==> config.mk <==
export PLATFORM = sky130hd
export DESIGN_NAME = stable_priority_queue
export DESIGN_NICKNAME = d
export VERILOG_FILES = /design/src/rtl/spq_pkg.sv /design/src/rtl/stable_priority_queue.sv /design/src/rtl/spq_cell.sv
export VERILOG_INCLUDE_DIRS = /design/src /design/src/rtl
export SDC_FILE = /design/constraint.sdc
export NUM_CORES = 2
export LEC_CHECK = 0
export BUFFER_PORTS_ARGS = -buffer_cell sky130_fd_sc_hd__buf_2
export CORE_UTILIZATION = 37
export DETAILED_ROUTE_END_ITERATION = 12
export PLACE_DENSITY = 0.53
export SLEW_MARGIN = 20
export SYNTH_ARGS = -nofsm -noshare
export SYNTH_HDL_FRONTEND = slang
export SYNTH_SLANG_ARGS = --single-unit
export TNS_END_PERCENT = 20
==> constraint.sdc <==
create_clock -name clk -period 10.6 [get_ports clk]
set_clock_uncertainty 0.1 [all_clocks]
set_input_delay 2.12 -clock clk [delete_from_list [all_inputs] [get_ports clk]]
set_output_delay 2.12 -clock clk [all_outputs]
set_load 0.03 [all_outputs]
==> src/rtl/assert_macros.svh <==
// ---------------------------------------------------------------------------
// Assertion macros
// Shared concurrent assertion forms; empty when SYNTH is defined.
// ---------------------------------------------------------------------------
`ifndef ASSERT_MACROS_SVH
`define ASSERT_MACROS_SVH

`ifndef SYNTH

// Check an expression at every clock edge outside reset
`define ASSERT_ALWAYS(label, clk, rst_n, expr) \
  label: assert property (@(posedge clk) disable iff (!rst_n) (expr)) \
    else $error("assertion failed: label");

// Check that an antecedent implies a consequent in the same cycle
`define ASSERT_IMPLIES(label, clk, rst_n, ante, cons) \
  label: assert property (@(posedge clk) disable iff (!rst_n) (ante) |-> (cons)) \
    else $error("assertion failed: label");

// Check that an antecedent implies a consequent in the next cycle
`define ASSERT_NEXT(label, clk, rst_n, ante, cons) \
  label: assert property (@(posedge clk) disable iff (!rst_n) (ante) |=> (cons)) \
    else $error("assertion failed: label");

`else

`define ASSERT_ALWAYS(label, clk, rst_n, expr)
`define ASSERT_IMPLIES(label, clk, rst_n, ante, cons)
`define ASSERT_NEXT(label, clk, rst_n, ante, cons)

`endif

`endif

==> src/rtl/spq_pkg.sv <==
// ---------------------------------------------------------------------------
// spq_pkg
// Types and constants of the stable priority queue.
// ---------------------------------------------------------------------------
`timescale 1ns / 1ps

package spq_pkg;

  localparam int CAPACITY = 16;
  localparam int CNT_W    = $clog2(CAPACITY + 1);
  localparam int OCC_W    = 5;

  localparam logic OP_ENQ = 1'b0;
  localparam logic OP_DEQ = 1'b1;

  localparam logic [1:0] ST_ENQUEUED = 2'd0;
  localparam logic [1:0] ST_DEQUEUED = 2'd1;
  localparam logic [1:0] ST_EMPTY    = 2'd2;
  localparam logic [1:0] ST_FULL     = 2'd3;

  typedef struct packed {
    logic               operation;
    logic signed [31:0] value_in;
    logic signed [31:0] priority_in;
  } spq_in_t;

  typedef struct packed {
    logic signed [31:0] value_out;
    logic [1:0]         status;
    logic [OCC_W-1:0]   occupancy;
  } spq_out_t;

  // One queue slot as held by a cell
  typedef struct packed {
    logic               valid;
    logic signed [31:0] value;
    logic signed [31:0] prio;
  } spq_slot_t;

  // Command broadcast to every cell
  typedef struct packed {
    logic               enq;
    logic               deq;
    logic signed [31:0] value;
    logic signed [31:0] prio;
  } spq_cmd_t;

endpackage

==> src/rtl/stable_priority_queue.sv <==
// The result of an item is strobed in the cycle after start is taken.
// Throughput: one item per cycle; each cell compares combinationally and registers its slot.
// busy stays low; the receiver cannot stall, results are strobed for one cycle.
// Reset empties the queue (cell valid bits and the item count cleared).
// ---------------------------------------------------------------------------
// stable_priority_queue
// Bounded stable priority queue built as a row of shifting cells.
// ---------------------------------------------------------------------------
`timescale 1ns / 1ps

`include "assert_macros.svh"

module stable_priority_queue (
  input  logic              clk,
  input  logic              rst_n,
  input  logic              start,
  output logic              busy,
  input  spq_pkg::spq_in_t  in_item,
  output logic              out_valid,
  output spq_pkg::spq_out_t out_item
);
  import spq_pkg::*;

  logic [CNT_W-1:0] count_r;
  logic [CNT_W-1:0] count_nxt;
  logic             out_valid_r;
  spq_out_t         out_item_r;
  spq_out_t         out_item_nxt;

  logic      full;
  logic      empty;
  spq_cmd_t  cmd;
  spq_slot_t slot [CAPACITY];
  logic      keep [CAPACITY];
  logic [CAPACITY-1:0] valid_vec;

  assign busy  = 1'b0;
  assign full  = (count_r == CNT_W'(CAPACITY));
  assign empty = (count_r == '0);

  always_comb begin
    cmd.enq   = start && (in_item.operation == OP_ENQ) && !full;
    cmd.deq   = start && (in_item.operation == OP_DEQ) && !empty;
    cmd.value = in_item.value_in;
    cmd.prio  = in_item.priority_in;
  end

  genvar gi;
  generate
    for (gi = 0; gi < CAPACITY; gi++) begin : g_cell
      logic      left_keep;
      spq_slot_t left_slot;
      spq_slot_t right_slot;

      if (gi == 0) begin : g_head
        assign left_keep = 1'b1;
        assign left_slot = '0;
      end else begin : g_body
        assign left_keep = keep[gi-1];
        assign left_slot = slot[gi-1];
      end

      if (gi == CAPACITY - 1) begin : g_tail
        assign right_slot = '0;
      end else begin : g_next
        assign right_slot = slot[gi+1];
      end

      spq_cell u_cell (
        .clk          (clk),
        .rst_n        (rst_n),
        .cmd_i        (cmd),
        .left_keep_i  (left_keep),
        .left_slot_i  (left_slot),
        .right_slot_i (right_slot),
        .keep_o       (keep[gi]),
        .slot_o       (slot[gi])
      );

      assign valid_vec[gi] = slot[gi].valid;
    end
  endgenerate

  always_comb begin
    count_nxt              = count_r;
    out_item_nxt.value_out = '0;
    out_item_nxt.status    = ST_ENQUEUED;
    if (in_item.operation == OP_ENQ) begin
      if (full) begin
        out_item_nxt.status = ST_FULL;
      end else begin
        count_nxt = count_r + CNT_W'(1);
      end
    end else begin
      if (empty) begin
        out_item_nxt.status = ST_EMPTY;
      end else begin
        count_nxt              = count_r - CNT_W'(1);
        out_item_nxt.value_out = slot[0].value;
        out_item_nxt.status    = ST_DEQUEUED;
      end
    end
    out_item_nxt.occupancy = OCC_W'(count_nxt);
  end

  always_ff @(posedge clk) begin
    if (!rst_n) begin
      count_r     <= '0;
      out_valid_r <= 1'b0;
    end else begin
      out_valid_r <= start;
      if (start) begin
        count_r <= count_nxt;
      end
    end
    if (start) begin
      out_item_r <= out_item_nxt;
    end
  end

  assign out_valid = out_valid_r;
  assign out_item  = out_item_r;

  `ASSERT_ALWAYS(a_count_matches_cells, clk, rst_n, $countones(valid_vec) == int'(count_r))
  `ASSERT_ALWAYS(a_cells_packed_at_head, clk, rst_n, (valid_vec & (valid_vec + CAPACITY'(1))) == '0)
  `ASSERT_IMPLIES(a_full_status_at_capacity, clk, rst_n, out_valid && (out_item.status == ST_FULL), full)
  `ASSERT_NEXT(a_result_follows_start, clk, rst_n, start, out_valid)

endmodule

==> src/rtl/spq_cell.sv <==
// ---------------------------------------------------------------------------
// spq_cell
// One slot of the sorted queue: holds, takes the new item or shifts.
// ---------------------------------------------------------------------------
`timescale 1ns / 1ps

module spq_cell (
  input  logic              clk,
  input  logic              rst_n,
  input  spq_pkg::spq_cmd_t cmd_i,
  input  logic              left_keep_i,
  input  spq_pkg::spq_slot_t left_slot_i,
  input  spq_pkg::spq_slot_t right_slot_i,
  output logic              keep_o,
  output spq_pkg::spq_slot_t slot_o
);
  import spq_pkg::*;

  spq_slot_t slot_r;
  spq_slot_t slot_nxt;

  // Stay put on insert when this entry ranks at or above the new one
  assign keep_o = slot_r.valid && (slot_r.prio >= cmd_i.prio);

  always_comb begin
    slot_nxt = slot_r;
    if (cmd_i.enq) begin
      if (!keep_o) begin
        if (left_keep_i) begin
          slot_nxt.valid = 1'b1;
          slot_nxt.value = cmd_i.value;
          slot_nxt.prio  = cmd_i.prio;
        end else begin
          slot_nxt = left_slot_i;
        end
      end
    end else if (cmd_i.deq) begin
      slot_nxt = right_slot_i;
    end
  end

  always_ff @(posedge clk) begin
    if (!rst_n) begin
      slot_r.valid <= 1'b0;
    end else begin
      slot_r.valid <= slot_nxt.valid;
    end
    slot_r.value <= slot_nxt.value;
    slot_r.prio  <= slot_nxt.prio;
  end

  assign slot_o = slot_r;

endmodule

* Word level (Yosys, flattened, before mapping)
Index checks and enable logic that the tools add are counted.
** Cells by class
- Bitwise operators :: 1
- Multiplexer cells :: 69
- $lt $le $gt $ge :: 16
- Eq/ne operators :: 17
- Add/subtract/negate cells :: 2
- Reduce and logical (&&, ||, !) cells :: 41
** Operators with widths (count)
- two-way mux 65 bit :: 63
- >= comparator 32 bit :: 16
- inequality test 2 bit, second input constant :: 16
- AND reduction 2 bit :: 16
- logical AND 1 bit :: 20
- two-way mux 5 bit :: 3
- two-way mux 2 bit :: 3
- adder 5 x 1 -> 5 bit, second input constant :: 1
- == test 5 bit, second input constant :: 1
- logical NOT 5 bit :: 1
- subtractor 5 x 1 -> 5 bit, second input constant :: 1
- logical NOT 1 bit :: 2
- nonzero test 2 bit :: 1
- OR reduction 2 bit :: 1
- NOT 1 bit :: 1
** Storage, ports and cells
- Flip-flop bits (word level) :: 1085
- Logic and storage cells :: 199

* Logic depth before layout (Yosys ltp)
- Depth in word-level cells :: 5
- Gate-level depth with buffers :: 14
- Depth with buffers taken out :: 10

* Hierarchy
Synthesis repeated with hierarchy kept, for this count alone.
** Unflattened totals
- Cell total of the unflattened synthesis :: 6645
- Area, all modules :: 68201.7 um^2
** Modules (own cells, without submodules)
- spq_cell at g_cell[0].u_cell ... :: area each 4124.0 um^2, instances 11, cells an instance 408
- spq_cell at g_cell[6].u_cell ... :: area each 4190.3 um^2, instances 4, cells an instance 401
- spq_cell at g_cell[12].u_cell :: area each 4117.7 um^2, instances 1, cells an instance 408
- stable_priority_queue :: area each 1959.4 um^2, instances 1, cells an instance 145

* Worst setup path after synthesis
OpenSTA, ideal clock, no wires.
- Kind :: input port to flip-flop
- Start point :: input port in_item[25] (netlist bit)
- End point :: register g_cell[7].u_cell.slot_r, in the netlist g_cell[7].u_cell.slot_o[0], enable pin
- Setup slack :: 0.801 ns
- Buffers on the path :: 4
- Arrival time :: 9.125 ns
- Stages :: 13
- Path through :: clkbuf_1 > inv_1 > ha_1 > a21o_1 > nand3_1 > a21oi_1 > or3_1 > a2111o_1 > and3_1 > clkbuf_1 > buf_4 > buf_4 > o21ai_0
** Between the ends
- Word-level cells in the longest chain between the ends :: 4
** RTL lines
- from (decl) :: RTL line stable_priority_queue.sv:18 : input spq_pkg::spq_in_t in_item,
- >= comparator 32 bit :: RTL line spq_cell.sv:23 : assign keep_o = slot_r.valid && (slot_r.prio >= cmd_i.prio);
- logical AND 1 bit :: RTL line spq_cell.sv:23
- inequality test 2 bit (no source line)
- AND reduction 2 bit (no source line)
- to (decl) :: RTL line spq_cell.sv:19 : spq_slot_t slot_r;
Every way passes these cells.
A chain may end at the register's enable or synchronous reset.

* Worst setup path after layout
- Start point :: input port in_item[25] (netlist bit)
- End point :: register g_cell[9].u_cell.slot_r, in the netlist g_cell[9].u_cell.slot_o[12], enable pin
** Between the ends
- Word-level cells in the longest chain between the ends :: 4
** RTL lines (RTL line)
- >= comparator 32 bit :: spq_cell.sv:23
- logical AND 1 bit :: spq_cell.sv:23
- inequality test 2 bit (no source line)
- AND reduction 2 bit (no source line)
- to (decl) :: spq_cell.sv:19
Every way passes these cells.

==> reports/summary.txt <==
Status - finished clean
Peak supply drop - 155 uV
Setup WS pre-CTS - 3.13 ns
Die ar. - 175000 um2
Max-cap check violation count - 0
I/O pin total - 109
First-pass GRT wire length - 333 mm
WL final - 231 mm
RR Endpoint - g_cell[9].u_cell.slot_o[12]
Wirelength per Cell - 27.5 um
Largest area contributor in the netlist - edfxtp_1
WP data required - 10.91 ns
Reg2Reg Depth - 11
RSZ-0062 raised after global routing - false
Final slew viol count - 0
WS Path Type - in2reg
LEAKAGE - 26.0 nW
Worst r2r src - g_cell[9].u_cell.slot_o[25]
Final period util - 64.8%
Slack of the worst reg-to-reg path - 5.30 ns
Clk slew on worst S/H paths - 0.06 ns
Setup_tns - 0 ns
Vias - 49800
Post-synth ARST share - 0%
DR DRC count - 0
Setup ws final - 3.73 ns
Main flop type after synthesis - edfxtp_1
Worst hold endpoint - g_cell[15].u_cell.slot_o[64]
Vias per cell - 5.94
Worst EP arrival - 7.18 ns
Routed Antenna Nets - 0
Power per cell area - 188 nW/um2
Syn Nets - 6698
Crit-path max FO - 40
Hold WS - 0.423 ns
Die span in x - 418 um
H-tree levels - 4
GRT Util Overall - 25.9%
CTS tree - yes
Total core area - 172000 um2
Max_slew headroom - 19.8%
DRT Pass-1 Iters - 9
Hold Path Depth - 2
CTS Buf Count - 130
Layout cell share with drive strength beyond 1 - 6.62%
Final setup viols - 0
Final #Nets - 6552
Layout fillers - 16600
Die span in y - 418 um
Footprint of the multi-input gates - 29700 um2
Final Critical Period - 6.87 ns
Avg Inst Size Synth - 10.5 um2
Pin count of the biggest net entering global routing - 213
Count of cell types in the netlist - 71
Vias in the first global route - 46900
Total setup buffers inserted after CTS - 0
Max frequency - 0.146 GHz
Endpoints failing hold - 0
Clock tree sinks - 1085
Post-CTS Hold Fix Bufs - 0
Total gr overflow - 0
Max Root-Sink Buffers - 3
CP startpoint kind - primary input
Root Buffer - clkbuf_16
Ranking of synthesized cells by area - edfxtp_1 (50%), ha_1 (10%), mux2i_1 (8.0%), nand2_1 (6.7%), o211ai_1 (5.5%)
Top-count cell post-synth - nand2_1
Worst min-delay path class - reg2reg
Post-Syn Area - 64000 um2
FP Rows - 152
DRT iter0 DRCs - 5314
Ys Warns - 0
Post-CTS sizing - 0
Routability cong. - 0.951
DP Wirelength - 148 mm
Worst-Skew Late Latency - 0.80 ns
Mapped Cells - 6116
Hold_sp - g_cell[15].u_cell.slot_o[64]
EDFF count, synth - 1063
CP Capture Type - flop
Starting density of the core - 37.3%
Sequential cell area - 32400 um2
Port buffer count - 107
Worst-Margin Slew - 1.20 ns
Initial antenna violation count - 12
Post-synthesis register bit count - 1085
Area Growth Syn to Fin - 10.3%
Commonest cells post-synth - nand2_1 (1148), edfxtp_1 (1063), ha_1 (514)
Seq/Total Area, Yosys - 50.6%
Yosys top cell area share - 49.9%
## registers in the layout (all words and copies together) (netlist names)
name,flops
out_item,39
out_valid,1
g_cell.u_cell.slot_o,1040
count_r,5
## per-stage QoR
stage | util [%] | area (um2) | power, mW | instances
finish | 41.1 | 70600 | 13.3 | 8381
global route | 41.1 | 70600 | 13.8 | 8381
CTS | 41.1 | 70500 | 13.3 | 8380
detailed placement | 38.7 | 66500 | 8.92 | 8148
global placement | 38.7 | 66500 | 8.86 | 8147
floorplan | - | 64000 | 7.75 | 6116
## area by class of cell
cell class | instances | area share, %
multi-input cells | 4505 | 42.1
clock inverters | 72 | 0.919
clock buffers | 160 | 4.84
repair buffers | 186 | 1.83
flip-flops and latches | 1085 | 45.9
diodes | 1 | 0.00355
inverters | 62 | 0.330
well taps | 2310 | 4.10
## worst max-delay path by stage
stage           startpoint                          end  slack, ns
3_3_place_gp   in_item[25]   g_cell[9].u_cell.slot_o[8]       3.10
3_5_place_dp   in_item[25]   g_cell[9].u_cell.slot_o[8]       3.13
4_1_cts        in_item[25]  g_cell[9].u_cell.slot_o[12]       3.97
2_1_floorplan  in_item[25]   g_cell[7].u_cell.slot_o[0]       0.80
5_1_grt        in_item[25]  g_cell[9].u_cell.slot_o[12]       3.67
6_report       in_item[25]  g_cell[9].u_cell.slot_o[12]       3.73
## layout by cell type (no fill, tap or decap), types with 12 or more instances in the layout
cell type  Yosys  routed
edfxtp_1    1063    1063
inv_1         62      62
o21ai_0      367     360
clkbuf_1     319      27
nor2_1       184     183
a21oi_1      327     325
clkinv_1       0      29
o211ai_1     468     468
nor2b_1       24      24
dfxtp_1       22      22
a221oi_1      12      12
nor3_1        22      22
mux2i_1      510     510
and2_1        35      35
ha_1         514     514
nand2_1     1148    1140
clkinv_2       0      22
nand4_1      115     115
a211oi_1      21      21
a21o_1        46      46
buf_4         15      67
buf_2        101     106
clkbuf_16      0     132
o21ai_1       32      32
and4_1        13      13
nand3_1      509     509
## logic make-up (layout without fill, tap and decap cells)
| group | count (synthesis) | in the layout | synth area share, % |
|---|---|---|---|
| xor gates and xnor gates | 8 | 8 | 0.110 |
| buffers and inverters | 526 | 480 | 3.44 |
| muxes | 510 | 510 | 7.98 |
| DFF | 1085 | 1085 | 50.6 |
| other | 1 | 2 | 0.00586 |
| AOI/OAI and AO/OA | 1365 | 1365 | 13.3 |
| adders and majority gates | 514 | 514 | 10.1 |
| and+or+nand+nor | 2107 | 2107 | 14.5 |
## per-layer routing
layer  track usage, %  vias up  wire length [um]  part of all wire [%]
met3             3.76      328             15200                   6.6
met2             40.6     1843            105000                    46
li1                 -    22800                 -                     -
met4             7.56        6              6600                   2.9
met1             36.8    24800            104000                    45
met5                0        -                41                 0.018
## report_power, final
part	internal (mW)	switching, mW	leakage [nW]
Clock	2.46	1.96	1.98
Combinational	0.893	1.94	13.6
Sequential	5.56	0.488	10.4
## critical path: stages
cell and delay, ns:
buf_2 0.17, inv_1 0.55, ha_1 0.36, a21oi_1 0.15, nor2_1 0.06, a211oi_1 0.67, o21ai_0 0.24, a311oi_1 0.89
a21oi_4 0.39, buf_16 0.28, buf_4 0.29, o21ai_4 0.19, buf_4 0.71
(Power assumes the default switching activity.)
